<file path="src/hw/rtl/sed_pkg.sv">
// Shared constants, codes and types of the speed event detector.
package sed_pkg;

  localparam int SED_LOOKAHEAD  = 3;
  localparam int SED_SPEED_BITS = 16;
  localparam int SED_FRAME_BITS = 16;

  localparam int CFG_DATA_BITS  = 16;
  localparam int CFG_IDX_BITS   = 3;

  // Register indexes of the configuration port
  localparam logic [CFG_IDX_BITS-1:0] CFG_MODE         = 3'd0;
  localparam logic [CFG_IDX_BITS-1:0] CFG_ENTER_THR    = 3'd1;
  localparam logic [CFG_IDX_BITS-1:0] CFG_EXIT_THR     = 3'd2;
  localparam logic [CFG_IDX_BITS-1:0] CFG_MIN_TRAIL    = 3'd3;
  localparam logic [CFG_IDX_BITS-1:0] CFG_IMPACT_OFFS  = 3'd4;

  localparam logic [CFG_DATA_BITS-1:0] MIN_TRAIL_RST = 16'd1;

  typedef enum logic {
    MODE_TRAIL  = 1'b0,
    MODE_IMPACT = 1'b1
  } mode_t;

  typedef enum logic {
    EV_TRAIL  = 1'b0,
    EV_IMPACT = 1'b1
  } ev_kind_t;

endpackage

</file>
<file path="src/hw/rtl/sed_if.sv">
// Valid/ready channel interfaces for speed samples and detected events.
interface sed_in_if #(
  parameter int SPEED_BITS = sed_pkg::SED_SPEED_BITS
);
  logic                  valid;
  logic                  ready;
  logic [SPEED_BITS-1:0] speed;
  logic                  last_sample;

  modport source (output valid, output speed, output last_sample, input ready);
  modport sink   (input valid, input speed, input last_sample, output ready);
endinterface

interface sed_out_if #(
  parameter int FRAME_BITS = sed_pkg::SED_FRAME_BITS
);
  logic                  valid;
  logic                  ready;
  logic                  event_kind;
  logic [FRAME_BITS-1:0] start_frame;
  logic [FRAME_BITS-1:0] end_frame;

  modport source (output valid, output event_kind, output start_frame, output end_frame,
                  input ready);
  modport sink   (input valid, input event_kind, input start_frame, input end_frame,
                  output ready);
endinterface

</file>
<file path="src/hw/rtl/sed_trail.sv">
// Hysteresis trail segmenter: opens at the enter threshold, closes below exit.
module sed_trail #(
  parameter int SPEED_BITS = sed_pkg::SED_SPEED_BITS,
  parameter int FRAME_BITS = sed_pkg::SED_FRAME_BITS
) (
  input  logic                             clk,
  input  logic                             rst_n,
  input  logic                             acc,
  input  logic [SPEED_BITS-1:0]            speed,
  input  logic                             last_sample,
  input  logic [FRAME_BITS-1:0]            frame,
  input  logic [SPEED_BITS-1:0]            enter_thr,
  input  logic [SPEED_BITS-1:0]            exit_thr,
  input  logic [sed_pkg::CFG_DATA_BITS-1:0] min_len,
  output logic                             emit,
  output logic [FRAME_BITS-1:0]            emit_start,
  output logic [FRAME_BITS-1:0]            emit_end
);
  import sed_pkg::*;

  localparam int CW = (FRAME_BITS > CFG_DATA_BITS) ? FRAME_BITS : CFG_DATA_BITS;

  logic                  in_trail_r, in_trail_nxt;
  logic [FRAME_BITS-1:0] start_r, start_nxt;
  logic                  close;
  logic [FRAME_BITS-1:0] len;

  always_comb begin
    in_trail_nxt = in_trail_r;
    start_nxt    = start_r;
    close        = 1'b0;
    if (!in_trail_r && speed >= enter_thr) begin
      in_trail_nxt = 1'b1;
      start_nxt    = frame;
    end else if (in_trail_r && speed < exit_thr) begin
      close        = 1'b1;
      in_trail_nxt = 1'b0;
    end
    // close any open trail at the clip's last frame
    if (last_sample && in_trail_nxt) begin
      close        = 1'b1;
      in_trail_nxt = 1'b0;
    end
  end

  assign len        = frame - start_nxt;
  assign emit       = close && (CW'(len) >= CW'(min_len));
  assign emit_start = start_nxt;
  assign emit_end   = frame;

  always_ff @(posedge clk) begin
    if (!rst_n) begin
      in_trail_r <= 1'b0;
    end else if (acc) begin
      in_trail_r <= in_trail_nxt;
    end
  end

  always_ff @(posedge clk) begin
    if (acc) begin
      start_r <= start_nxt;
    end
  end

endmodule

</file>
<file path="src/hw/rtl/sed_impact.sv">
// Impact finder: lookahead window, largest speed drop, clamped offset frame.
module sed_impact #(
  parameter int SPEED_BITS = sed_pkg::SED_SPEED_BITS,
  parameter int FRAME_BITS = sed_pkg::SED_FRAME_BITS,
  parameter int LOOKAHEAD  = sed_pkg::SED_LOOKAHEAD
) (
  input  logic                                    clk,
  input  logic                                    rst_n,
  input  logic                                    acc,
  input  logic [SPEED_BITS-1:0]                   speed,
  input  logic                                    last_sample,
  input  logic [FRAME_BITS-1:0]                   frame,
  input  logic [SPEED_BITS-1:0]                   enter_thr,
  input  logic signed [sed_pkg::CFG_DATA_BITS-1:0] offset,
  output logic                                    hit,
  output logic [FRAME_BITS-1:0]                   hit_frame
);
  import sed_pkg::*;

  localparam int OW = ((FRAME_BITS > CFG_DATA_BITS) ? FRAME_BITS : CFG_DATA_BITS) + 2;

  logic [SPEED_BITS-1:0] win_r [LOOKAHEAD];
  logic [SPEED_BITS-1:0] best_drop_r, best_drop_nxt;
  logic [FRAME_BITS-1:0] best_frame_r, best_frame_nxt;
  logic                  best_valid_r, best_valid_nxt;

  logic [SPEED_BITS-1:0] w    [LOOKAHEAD+1];
  logic [SPEED_BITS-1:0] smin [LOOKAHEAD+1];
  logic [SPEED_BITS-1:0] drop [LOOKAHEAD+1];
  logic                  qual [LOOKAHEAD+1];
  logic signed [OW-1:0]  sum;
  logic signed [OW-1:0]  frame_s;

  always_comb begin
    for (int i = 0; i < LOOKAHEAD; i++) begin
      w[i] = win_r[i];
    end
    w[LOOKAHEAD] = speed;
    // minimum of each slot and all newer slots
    smin[LOOKAHEAD] = w[LOOKAHEAD];
    for (int i = LOOKAHEAD - 1; i >= 0; i--) begin
      smin[i] = (w[i] < smin[i+1]) ? w[i] : smin[i+1];
    end
    for (int i = 0; i <= LOOKAHEAD; i++) begin
      drop[i] = w[i] - smin[i];
      // slot i holds frame (frame - LOOKAHEAD + i); frame zero never counts
      qual[i] = (i == 0 || last_sample) && (frame >= FRAME_BITS'(LOOKAHEAD - i + 1))
                && (w[i] >= enter_thr);
    end
  end

  always_comb begin
    best_drop_nxt  = best_drop_r;
    best_frame_nxt = best_frame_r;
    best_valid_nxt = best_valid_r;
    for (int i = 0; i <= LOOKAHEAD; i++) begin
      if (qual[i] && drop[i] > best_drop_nxt) begin
        best_drop_nxt  = drop[i];
        best_frame_nxt = frame - FRAME_BITS'(LOOKAHEAD - i);
        best_valid_nxt = 1'b1;
      end
    end
  end

  // Add the signed offset and clamp to [0, frame]
  always_comb begin
    sum     = $signed({{(OW-FRAME_BITS){1'b0}}, best_frame_nxt})
              + $signed({{(OW-CFG_DATA_BITS){offset[CFG_DATA_BITS-1]}}, offset});
    frame_s = $signed({{(OW-FRAME_BITS){1'b0}}, frame});
    if (sum < 0) begin
      hit_frame = '0;
    end else if (sum > frame_s) begin
      hit_frame = frame;
    end else begin
      hit_frame = sum[FRAME_BITS-1:0];
    end
  end

  assign hit = last_sample && best_valid_nxt;

  always_ff @(posedge clk) begin
    if (!rst_n) begin
      best_valid_r <= 1'b0;
      best_drop_r  <= '0;
    end else if (acc) begin
      best_valid_r <= last_sample ? 1'b0 : best_valid_nxt;
      best_drop_r  <= last_sample ? '0 : best_drop_nxt;
    end
  end

  always_ff @(posedge clk) begin
    if (acc) begin
      best_frame_r <= best_frame_nxt;
      for (int i = 0; i < LOOKAHEAD; i++) begin
        win_r[i] <= w[i+1];
      end
    end
  end

endmodule

</file>
<file path="src/hw/rtl/sed_obuf.sv">
// Two-entry output buffer: result register plus skid entry.
module sed_obuf #(
  parameter int FRAME_BITS = sed_pkg::SED_FRAME_BITS
) (
  input  logic                  clk,
  input  logic                  rst_n,
  input  logic                  push,
  input  logic                  push_kind,
  input  logic [FRAME_BITS-1:0] push_start,
  input  logic [FRAME_BITS-1:0] push_end,
  output logic                  can_push,
  sed_out_if.source             out_ch
);
  localparam int PW = 2 * FRAME_BITS + 1;

  logic          out_valid_r;
  logic          skid_valid_r;
  logic [PW-1:0] out_data_r;
  logic [PW-1:0] skid_data_r;
  logic [PW-1:0] push_data;
  logic          pop;
  logic          load_out;

  assign push_data = {push_kind, push_start, push_end};
  assign pop       = out_valid_r && out_ch.ready;
  assign load_out  = !out_valid_r || pop;
  assign can_push  = !skid_valid_r;

  always_ff @(posedge clk) begin
    if (!rst_n) begin
      out_valid_r  <= 1'b0;
      skid_valid_r <= 1'b0;
    end else if (load_out) begin
      out_valid_r  <= skid_valid_r || push;
      skid_valid_r <= 1'b0;
    end else if (push) begin
      skid_valid_r <= 1'b1;
    end
  end

  always_ff @(posedge clk) begin
    if (load_out) begin
      out_data_r <= skid_valid_r ? skid_data_r : push_data;
    end
    if (!load_out && push) begin
      skid_data_r <= push_data;
    end
  end

  assign out_ch.valid       = out_valid_r;
  assign out_ch.event_kind  = out_data_r[PW-1];
  assign out_ch.start_frame = out_data_r[2*FRAME_BITS-1:FRAME_BITS];
  assign out_ch.end_frame   = out_data_r[FRAME_BITS-1:0];

endmodule

</file>
<file path="src/hw/rtl/speed_event_detector_top.sv">
// Top level of the speed event detector: config registers, frame counter, detectors.
//
// Usage: one speed sample (unsigned 12.4) per frame arrives on in_ch, with
// last_sample high on the clip's final frame. Frames are counted internally
// from zero and the count saturates at the top of the frame range.
// Configuration is written through cfg_we/cfg_index/cfg_data while idle.
// mode selects trail intervals or at most one impact point per clip on out_ch; both
// detectors always run, mode only picks which one reports.
// Throughput: one item per cycle while the skid entry is empty; every sample is
// handled in the cycle it is accepted, set by the single pass through the window
// min chain and scorer. Each result is registered before it is valid on out_ch.
// Stall: results go to an output register backed by one skid entry; in_ch
// stays ready while the skid entry is empty, so a stalled receiver blocks the
// input only after two results are pending.
// Reset (synchronous, active low): registers take their defaults (minimum
// trail length one, everything else zero), per-clip state clears, both
// output entries empty. Per-clip state clears again after every last frame.
module speed_event_detector_top #(
  parameter int SPEED_BITS = sed_pkg::SED_SPEED_BITS,
  parameter int FRAME_BITS = sed_pkg::SED_FRAME_BITS,
  parameter int LOOKAHEAD  = sed_pkg::SED_LOOKAHEAD
) (
  input  logic                              clk,
  input  logic                              rst_n,
  input  logic                              cfg_we,
  input  logic [sed_pkg::CFG_IDX_BITS-1:0]  cfg_index,
  input  logic [sed_pkg::CFG_DATA_BITS-1:0] cfg_data,
  sed_in_if.sink                            in_ch,
  sed_out_if.source                         out_ch
);
  import sed_pkg::*;

  localparam logic [FRAME_BITS-1:0] FRAME_MAX = '1;

  // Configuration registers
  mode_t                     mode_r;
  logic [CFG_DATA_BITS-1:0]  enter_r;
  logic [CFG_DATA_BITS-1:0]  exit_r;
  logic [CFG_DATA_BITS-1:0]  min_len_r;
  logic [CFG_DATA_BITS-1:0]  offset_r;

  logic [FRAME_BITS-1:0]     frame_r, frame_nxt;
  logic                      acc;
  logic                      can_push;
  logic [SPEED_BITS-1:0]     enter_eff;
  logic [SPEED_BITS-1:0]     exit_eff;

  logic                      trail_emit;
  logic [FRAME_BITS-1:0]     trail_start;
  logic [FRAME_BITS-1:0]     trail_end;
  logic                      impact_hit;
  logic [FRAME_BITS-1:0]     impact_frame;

  logic                      push;
  logic                      push_kind;
  logic [FRAME_BITS-1:0]     push_start;
  logic [FRAME_BITS-1:0]     push_end;

  always_ff @(posedge clk) begin
    if (!rst_n) begin
      mode_r    <= MODE_TRAIL;
      enter_r   <= '0;
      exit_r    <= '0;
      min_len_r <= MIN_TRAIL_RST;
      offset_r  <= '0;
    end else if (cfg_we) begin
      unique case (cfg_index)
        CFG_MODE:        mode_r    <= mode_t'(cfg_data[0]);
        CFG_ENTER_THR:   enter_r   <= cfg_data;
        CFG_EXIT_THR:    exit_r    <= cfg_data;
        CFG_MIN_TRAIL:   min_len_r <= cfg_data;
        CFG_IMPACT_OFFS: offset_r  <= cfg_data;
        default: ;
      endcase
    end
  end

  // Thresholds compare at the sample width
  assign enter_eff = SPEED_BITS'(enter_r);
  assign exit_eff  = SPEED_BITS'(exit_r);

  assign in_ch.ready = can_push;
  assign acc         = in_ch.valid && can_push;

  // Frame counter: drop to zero after the last frame, hold at the top
  always_comb begin
    if (in_ch.last_sample) begin
      frame_nxt = '0;
    end else if (frame_r != FRAME_MAX) begin
      frame_nxt = frame_r + 1'b1;
    end else begin
      frame_nxt = frame_r;
    end
  end

  always_ff @(posedge clk) begin
    if (!rst_n) begin
      frame_r <= '0;
    end else if (acc) begin
      frame_r <= frame_nxt;
    end
  end

  sed_trail #(
    .SPEED_BITS (SPEED_BITS),
    .FRAME_BITS (FRAME_BITS)
  ) u_trail (
    .clk         (clk),
    .rst_n       (rst_n),
    .acc         (acc),
    .speed       (in_ch.speed),
    .last_sample (in_ch.last_sample),
    .frame       (frame_r),
    .enter_thr   (enter_eff),
    .exit_thr    (exit_eff),
    .min_len     (min_len_r),
    .emit        (trail_emit),
    .emit_start  (trail_start),
    .emit_end    (trail_end)
  );

  sed_impact #(
    .SPEED_BITS (SPEED_BITS),
    .FRAME_BITS (FRAME_BITS),
    .LOOKAHEAD  (LOOKAHEAD)
  ) u_impact (
    .clk         (clk),
    .rst_n       (rst_n),
    .acc         (acc),
    .speed       (in_ch.speed),
    .last_sample (in_ch.last_sample),
    .frame       (frame_r),
    .enter_thr   (enter_eff),
    .offset      ($signed(offset_r)),
    .hit         (impact_hit),
    .hit_frame   (impact_frame)
  );

  // Pick the reporting detector by mode
  always_comb begin
    if (mode_r == MODE_TRAIL) begin
      push       = acc && trail_emit;
      push_kind  = EV_TRAIL;
      push_start = trail_start;
      push_end   = trail_end;
    end else begin
      push       = acc && impact_hit;
      push_kind  = EV_IMPACT;
      push_start = impact_frame;
      push_end   = impact_frame;
    end
  end

  sed_obuf #(
    .FRAME_BITS (FRAME_BITS)
  ) u_obuf (
    .clk        (clk),
    .rst_n      (rst_n),
    .push       (push),
    .push_kind  (push_kind),
    .push_start (push_start),
    .push_end   (push_end),
    .can_push   (can_push),
    .out_ch     (out_ch)
  );

`ifndef ASSERT_OFF
  a_stall_needs_result: assert property (@(posedge clk) disable iff (!rst_n)
    !in_ch.ready |-> out_ch.valid)
    else $error("input stalled with no result pending");

  a_clip_restart: assert property (@(posedge clk) disable iff (!rst_n)
    (acc && in_ch.last_sample) |=> (frame_r == '0))
    else $error("frame count not cleared after last frame");

  a_frame_advance: assert property (@(posedge clk) disable iff (!rst_n)
    (acc && !in_ch.last_sample && frame_r != FRAME_MAX) |=> (frame_r == $past(frame_r) + 1'b1))
    else $error("frame count did not advance");

  a_trail_order: assert property (@(posedge clk) disable iff (!rst_n)
    (out_ch.valid && out_ch.event_kind == EV_TRAIL) |-> (out_ch.start_frame <= out_ch.end_frame))
    else $error("trail ends before it starts");

  a_impact_point: assert property (@(posedge clk) disable iff (!rst_n)
    (out_ch.valid && out_ch.event_kind == EV_IMPACT) |-> (out_ch.start_frame == out_ch.end_frame))
    else $error("impact start and end differ");
`endif

endmodule
</file>
<file path="src/flat_wrapper.sv">
// flat-port wrapper written by rule: the top's interface ports become plain ports
module speed_event_detector_top_flat import sed_pkg::*;
#(
  parameter int SPEED_BITS = sed_pkg::SED_SPEED_BITS,
  parameter int FRAME_BITS = sed_pkg::SED_FRAME_BITS,
  parameter int LOOKAHEAD  = sed_pkg::SED_LOOKAHEAD
)
  (clk, rst_n, cfg_we, cfg_index, cfg_data, in_ch_valid, in_ch_speed, in_ch_last_sample, in_ch_ready, out_ch_valid, out_ch_event_kind, out_ch_start_frame, out_ch_end_frame, out_ch_ready);
  sed_in_if #(.SPEED_BITS(SPEED_BITS)) in_ch_i ();
  sed_out_if #(.FRAME_BITS(FRAME_BITS)) out_ch_i ();
  input  logic clk;
  input  logic rst_n;
  input  logic cfg_we;
  input  logic [sed_pkg::CFG_IDX_BITS-1:0] cfg_index;
  input  logic [sed_pkg::CFG_DATA_BITS-1:0] cfg_data;
  input wire logic [$bits(in_ch_i.valid)-1:0] in_ch_valid;
  input wire logic [$bits(in_ch_i.speed)-1:0] in_ch_speed;
  input wire logic [$bits(in_ch_i.last_sample)-1:0] in_ch_last_sample;
  output wire logic [$bits(in_ch_i.ready)-1:0] in_ch_ready;
  output wire logic [$bits(out_ch_i.valid)-1:0] out_ch_valid;
  output wire logic [$bits(out_ch_i.event_kind)-1:0] out_ch_event_kind;
  output wire logic [$bits(out_ch_i.start_frame)-1:0] out_ch_start_frame;
  output wire logic [$bits(out_ch_i.end_frame)-1:0] out_ch_end_frame;
  input wire logic [$bits(out_ch_i.ready)-1:0] out_ch_ready;
  assign in_ch_i.valid = in_ch_valid;
  assign in_ch_i.speed = in_ch_speed;
  assign in_ch_i.last_sample = in_ch_last_sample;
  assign in_ch_ready = in_ch_i.ready;
  assign out_ch_valid = out_ch_i.valid;
  assign out_ch_event_kind = out_ch_i.event_kind;
  assign out_ch_start_frame = out_ch_i.start_frame;
  assign out_ch_end_frame = out_ch_i.end_frame;
  assign out_ch_i.ready = out_ch_ready;
  speed_event_detector_top #(.SPEED_BITS(SPEED_BITS), .FRAME_BITS(FRAME_BITS), .LOOKAHEAD(LOOKAHEAD)) u_core (.clk(clk), .rst_n(rst_n), .cfg_we(cfg_we), .cfg_index(cfg_index), .cfg_data(cfg_data), .in_ch(in_ch_i), .out_ch(out_ch_i));
endmodule
</file>
<file path="config.mk">
export PLATFORM = sky130hd
export DESIGN_NAME = speed_event_detector_top_flat
export DESIGN_NICKNAME = d
export VERILOG_FILES = /design/src/hw/rtl/sed_pkg.sv /design/src/hw/rtl/sed_if.sv /design/src/hw/rtl/sed_trail.sv /design/src/hw/rtl/sed_impact.sv /design/src/hw/rtl/sed_obuf.sv /design/src/hw/rtl/speed_event_detector_top.sv /design/src/flat_wrapper.sv
export SDC_FILE = /design/constraint.sdc
export NUM_CORES = 1
export LEC_CHECK = 0
export BUFFER_PORTS_ARGS = -buffer_cell sky130_fd_sc_hd__buf_2
export CELL_PAD_IN_SITES_DETAIL_PLACEMENT = 0
export CELL_PAD_IN_SITES_GLOBAL_PLACEMENT = 1
export CORE_MARGIN = 10
export CORE_UTILIZATION = 50
export DETAILED_ROUTE_END_ITERATION = 8
export GPL_TIMING_DRIVEN = 0
export MAX_ROUTING_LAYER = met4
export PLACE_DENSITY_LB_ADDON = 0.12
export SYNTH_ARGS = -nofsm -noshare
export SYNTH_HDL_FRONTEND = slang
export SYNTH_SLANG_ARGS = --single-unit
</file>
<file path="constraint.sdc">
create_clock -name clk -period 23.2 [get_ports clk]
set_clock_uncertainty 0.1 [all_clocks]
set_input_delay 1.16 -clock clk [delete_from_list [all_inputs] [get_ports clk]]
set_output_delay 1.16 -clock clk [all_outputs]
set_load 0.02 [all_outputs]
</file>
==> impl_metrics.yaml <==
critical_path:
  startpoint: "in_ch_speed[2]"
  critical_path.slowest_cell: "o21ai_0"
  crit_cells: 100
  worstSetupEndpoint: "u_core.u_obuf.out_data_r[30]$_DFFE_PP_"
  worstSetupPathType: "in2reg"
  critPathMaxFanout: 17
  endpoint_kind: "register"
  cp_data_arrival_time_ns: 22.19
  crit_family: "compound AO/OA/AOI/OAI gates"
  max_stage_delay_ns: 0.70
  r2r_setup_slack_ns: 1.59
  regToRegEndpoint: "u_core.u_obuf.out_data_r[30]$_DFFE_PP_"
  path_buf_inv: 17
  reg2reg_depth: 98
  cp.required_ns: 23.43
  worstSetupStartpointType: "input pin"
  timing.rr.start: "u_core.u_impact.win_r[0][47]$_DFFE_PP_"
placed_design:
  place_ws_ns: -2.42
  port_buffers: 75
  place_area_mm2: 0.0211
  routabilityCongestion: 0.990
  dp_hpwl_um: 51500
logic_synthesis:
  synthCells: 2229
  synth_edf_count: 146
  synth_cell_types: 83
  synth_top_cell_area_share_pct: 21.9
  seq_area_frac_synth_pct: 32.0
  syn-cell-area_mm2: 0.0200
  yosys-top-cells-area: "edfxtp_1, ha_1, dfxtp_1, nand2_1, a21oi_1"
  ys_seq_elements: 247
  syn_area_per_cell_um2: 8.97
  synth_common_cells: "ha_1, nand2_1, inv_1"
  synth_top_area_cell: "edfxtp_1"
  synth-async-reset-ratio_pct: 0
  synth.most_common_cell: "ha_1"
  syn-num-nets: 2556
  yosysWarningCount: 0
  ys.flop_type: "edfxtp_1"
power:
  power.net_switching_w: 0.000566
  cellLeakagePower_nw: 9.39
  power.share.clock_pct: 30.8
  sw_frac_of_total_pct: 36.2
  p_comb_share_pct: 37.2
  power.internal_w: 0.000995
  p_seq_share_pct: 32.0
  ir_worst_vdd_uv: 50.6
  power_density_mw_per_mm2: 70.0
finish:
  num-fill-cells: 3670
  syn_to_final_growth_pct: 11.5
  postLayoutCoreUtil_pct: 56.3
  fin_area_mm2: 0.0223
  drive_gt1_share_pct: 11.6
  layout.nets: 2672
job:
  drv_cap: 0
global_routing:
  grt-ovfl-total: 0
  grt_pass1_vias: 16300
  grt_pass1_wl_um: 96800
  track_usage_pct: 26.9
  grt_max_degree: 62
  antenna_found_initial: 1
sta:
  hold_violations: 0
  post-route-period-util_pct: 94.6
  postLayoutSetupSlackWorst_ns: 1.24
  slew_headroom_pct: 15.2
  tightest_slew_ns: 1.26
  min_period_ns: 21.96
  tns_ns: 0
  maxSlewViolCount: 0
  fmax_mhz: 45.5
  setup_viol: 0
drt:
  ant_nets: 0
  drc: 0
  vias: 17200
  wl_um: 64300
  wl_per_cell_um: 22.2
  drt_iter0_drc: 1492
  routed_via_density: 5.93
  dr.pass1.iters: 5
floorplan:
  start_util_pct: 50.4
  coreArea_mm2: 0.0396
  fp.dieH_um: 220
  die-area_mm2: 0.0484
  rows: 73
  die_w_um: 220
  io_pins: 76
clock_tree:
  tritoncts: "yes"
  clock_latency_ns: 0.59
  cts_made_buffers: 30
  clockBufferDepth: 3
  cts_sinks: 247
  cts_root_buf: "clkbuf_16"
  cts_max_level: 1
  clkTransAtPathRegs_ns: 0.06
min_path:
  hold_path.startpoint: "u_core.mode_r$_SDFFE_PN0P_"
  hp-class: "reg2reg"
status:
  run_status: "finished clean"
-- power groups by stage --
stage / sequential (W) / combinational, W / clock [W]
final: 0.000499 / 0.000581 / 0.000481
after global routing: 0.000501 / 0.000644 / 0.000505
after CTS: 0.000498 / 0.000568 / 0.000491
after detailed placement: 0.000508 / 0.000561 / 0
after global placement: 0.000508 / 0.000552 / 0
after floorplan: 0.000510 / 0.000397 / 0
-- cell type report --
type,count,area (um2),area share [%]
antenna,2,5.00,0.0224
buffer,80,393,1.76
clock buffer,43,918,4.12
clock inverter,13,87.6,0.393
inverter,172,648,2.91
multi-input combinational,1729,12700,57.0
sequential,247,6410,28.7
tap,525,657,2.95
timing repair buffer,85,478,2.14
-- cells in the final DEF (no fill, tap or decap), types with 22 or more instances in the layout --
cell	instances
nor2_1	131
o21ai_0	106
mux2_2	46
nand4_1	30
a21boi_0	68
nand2b_1	22
edfxtp_1	146
nor3_1	25
clkbuf_16	33
clkbuf_1	51
buf_2	81
ha_1	283
inv_1	164
a21oi_1	147
nor2b_1	41
nand3_1	35
o21a_1	22
a21o_1	89
nand2_1	275
xnor2_1	78
dfxtp_1	101
-- worst reg2reg max path, delay by kind of cell, from the launching register on --
family | cells | cell delay [ns]
xor+xnor | 1 | 0.24
compound gates | 48 | 10.32
simple gates | 22 | 3.30
buf+inv | 15 | 3.26
flops | 1 | 0.50
fa+ha+maj | 10 | 2.99
mux | 2 | 0.58
-- flip-flops by register name, indices dropped and copies added, names as in the netlist --
| signal | flops |
|---|---|
| u_core.u_obuf.out_data_r | 33 |
| u_core.u_obuf.skid_valid_r | 1 |
| u_core.u_trail.in_trail_r | 1 |
| u_core.u_obuf.skid_data_r | 33 |
| u_core.u_obuf.out_ch.valid | 1 |
| u_core.u_impact.best_drop_r | 16 |
| u_core.u_trail.start_r | 16 |
| u_core.mode_r | 1 |
| u_core.u_impact.best_valid_r | 1 |
| u_core.frame_r | 16 |
| u_core.u_impact.win_r | 48 |
| u_core.min_len_r | 16 |
| u_core.enter_eff | 16 |
| u_core.u_impact.best_frame_r | 16 |
| u_core.offset_r | 16 |
| u_core.exit_eff | 16 |
-- logic make-up (layout without fill, tap and decap cells) --
logic type                 count (synthesis)  count (layout)  share of synthesized area (%)
DFF                                      247             247                           32.0
adders and majority gates                291             291                           18.3
AOI/OAI and AO/OA                        637             637                           21.5
buffers and inverters                    253             393                           4.96
xor gates and xnor gates                 100             100                           4.38
muxes                                     76              76                           4.61
and+or+nand+nor                          625             625                           14.2
other                                      0               2                              0
-- per-layer routing --
| metal | global-route usage (%) | part of all wire, % |
|---|---|---|
| met1 | 39.1 | 49 |
| met4 | 6.57 | 2.5 |
| met5 | - | 0 |
| met3 | 5.28 | 8.1 |
| met2 | 37.3 | 41 |
-- stage by stage --
step / power (W) / instances / hold slack (ns)
finish: 0.00156 / 2896 / 0.337
global route: 0.00165 / 2896 / 0.354
CTS: 0.00156 / 2886 / 0.334
floorplan: 0.000907 / 2229 / 0.303
detailed placement: 0.00107 / 2831 / 0.315
global placement: 0.00106 / 2829 / 0.316
-- worst min path at each step --
stage / to / cells past startpoint
after detailed placement: u_core.u_obuf.skid_data_r[32]$_DFFE_PP_ / 0
final: u_core.u_obuf.skid_data_r[32]$_DFFE_PP_ / 0
after global routing: u_core.u_obuf.skid_data_r[32]$_DFFE_PP_ / 0
after CTS: u_core.u_obuf.skid_data_r[32]$_DFFE_PP_ / 0
after floorplan: u_core.u_obuf.skid_data_r[32]$_DFFE_PP_ / 0
after global placement: u_core.u_obuf.skid_data_r[32]$_DFFE_PP_ / 0
-- timing repair --
item | CTS | global route
pin swaps | 0 | 4
setup endpoints to repair | 64 | 64
resized for setup | 18 | 45
setup buffers | 0 | 8
cloned | 0 | 0
hold buffers | 0 | 0
(Power assumes the default switching activity.)
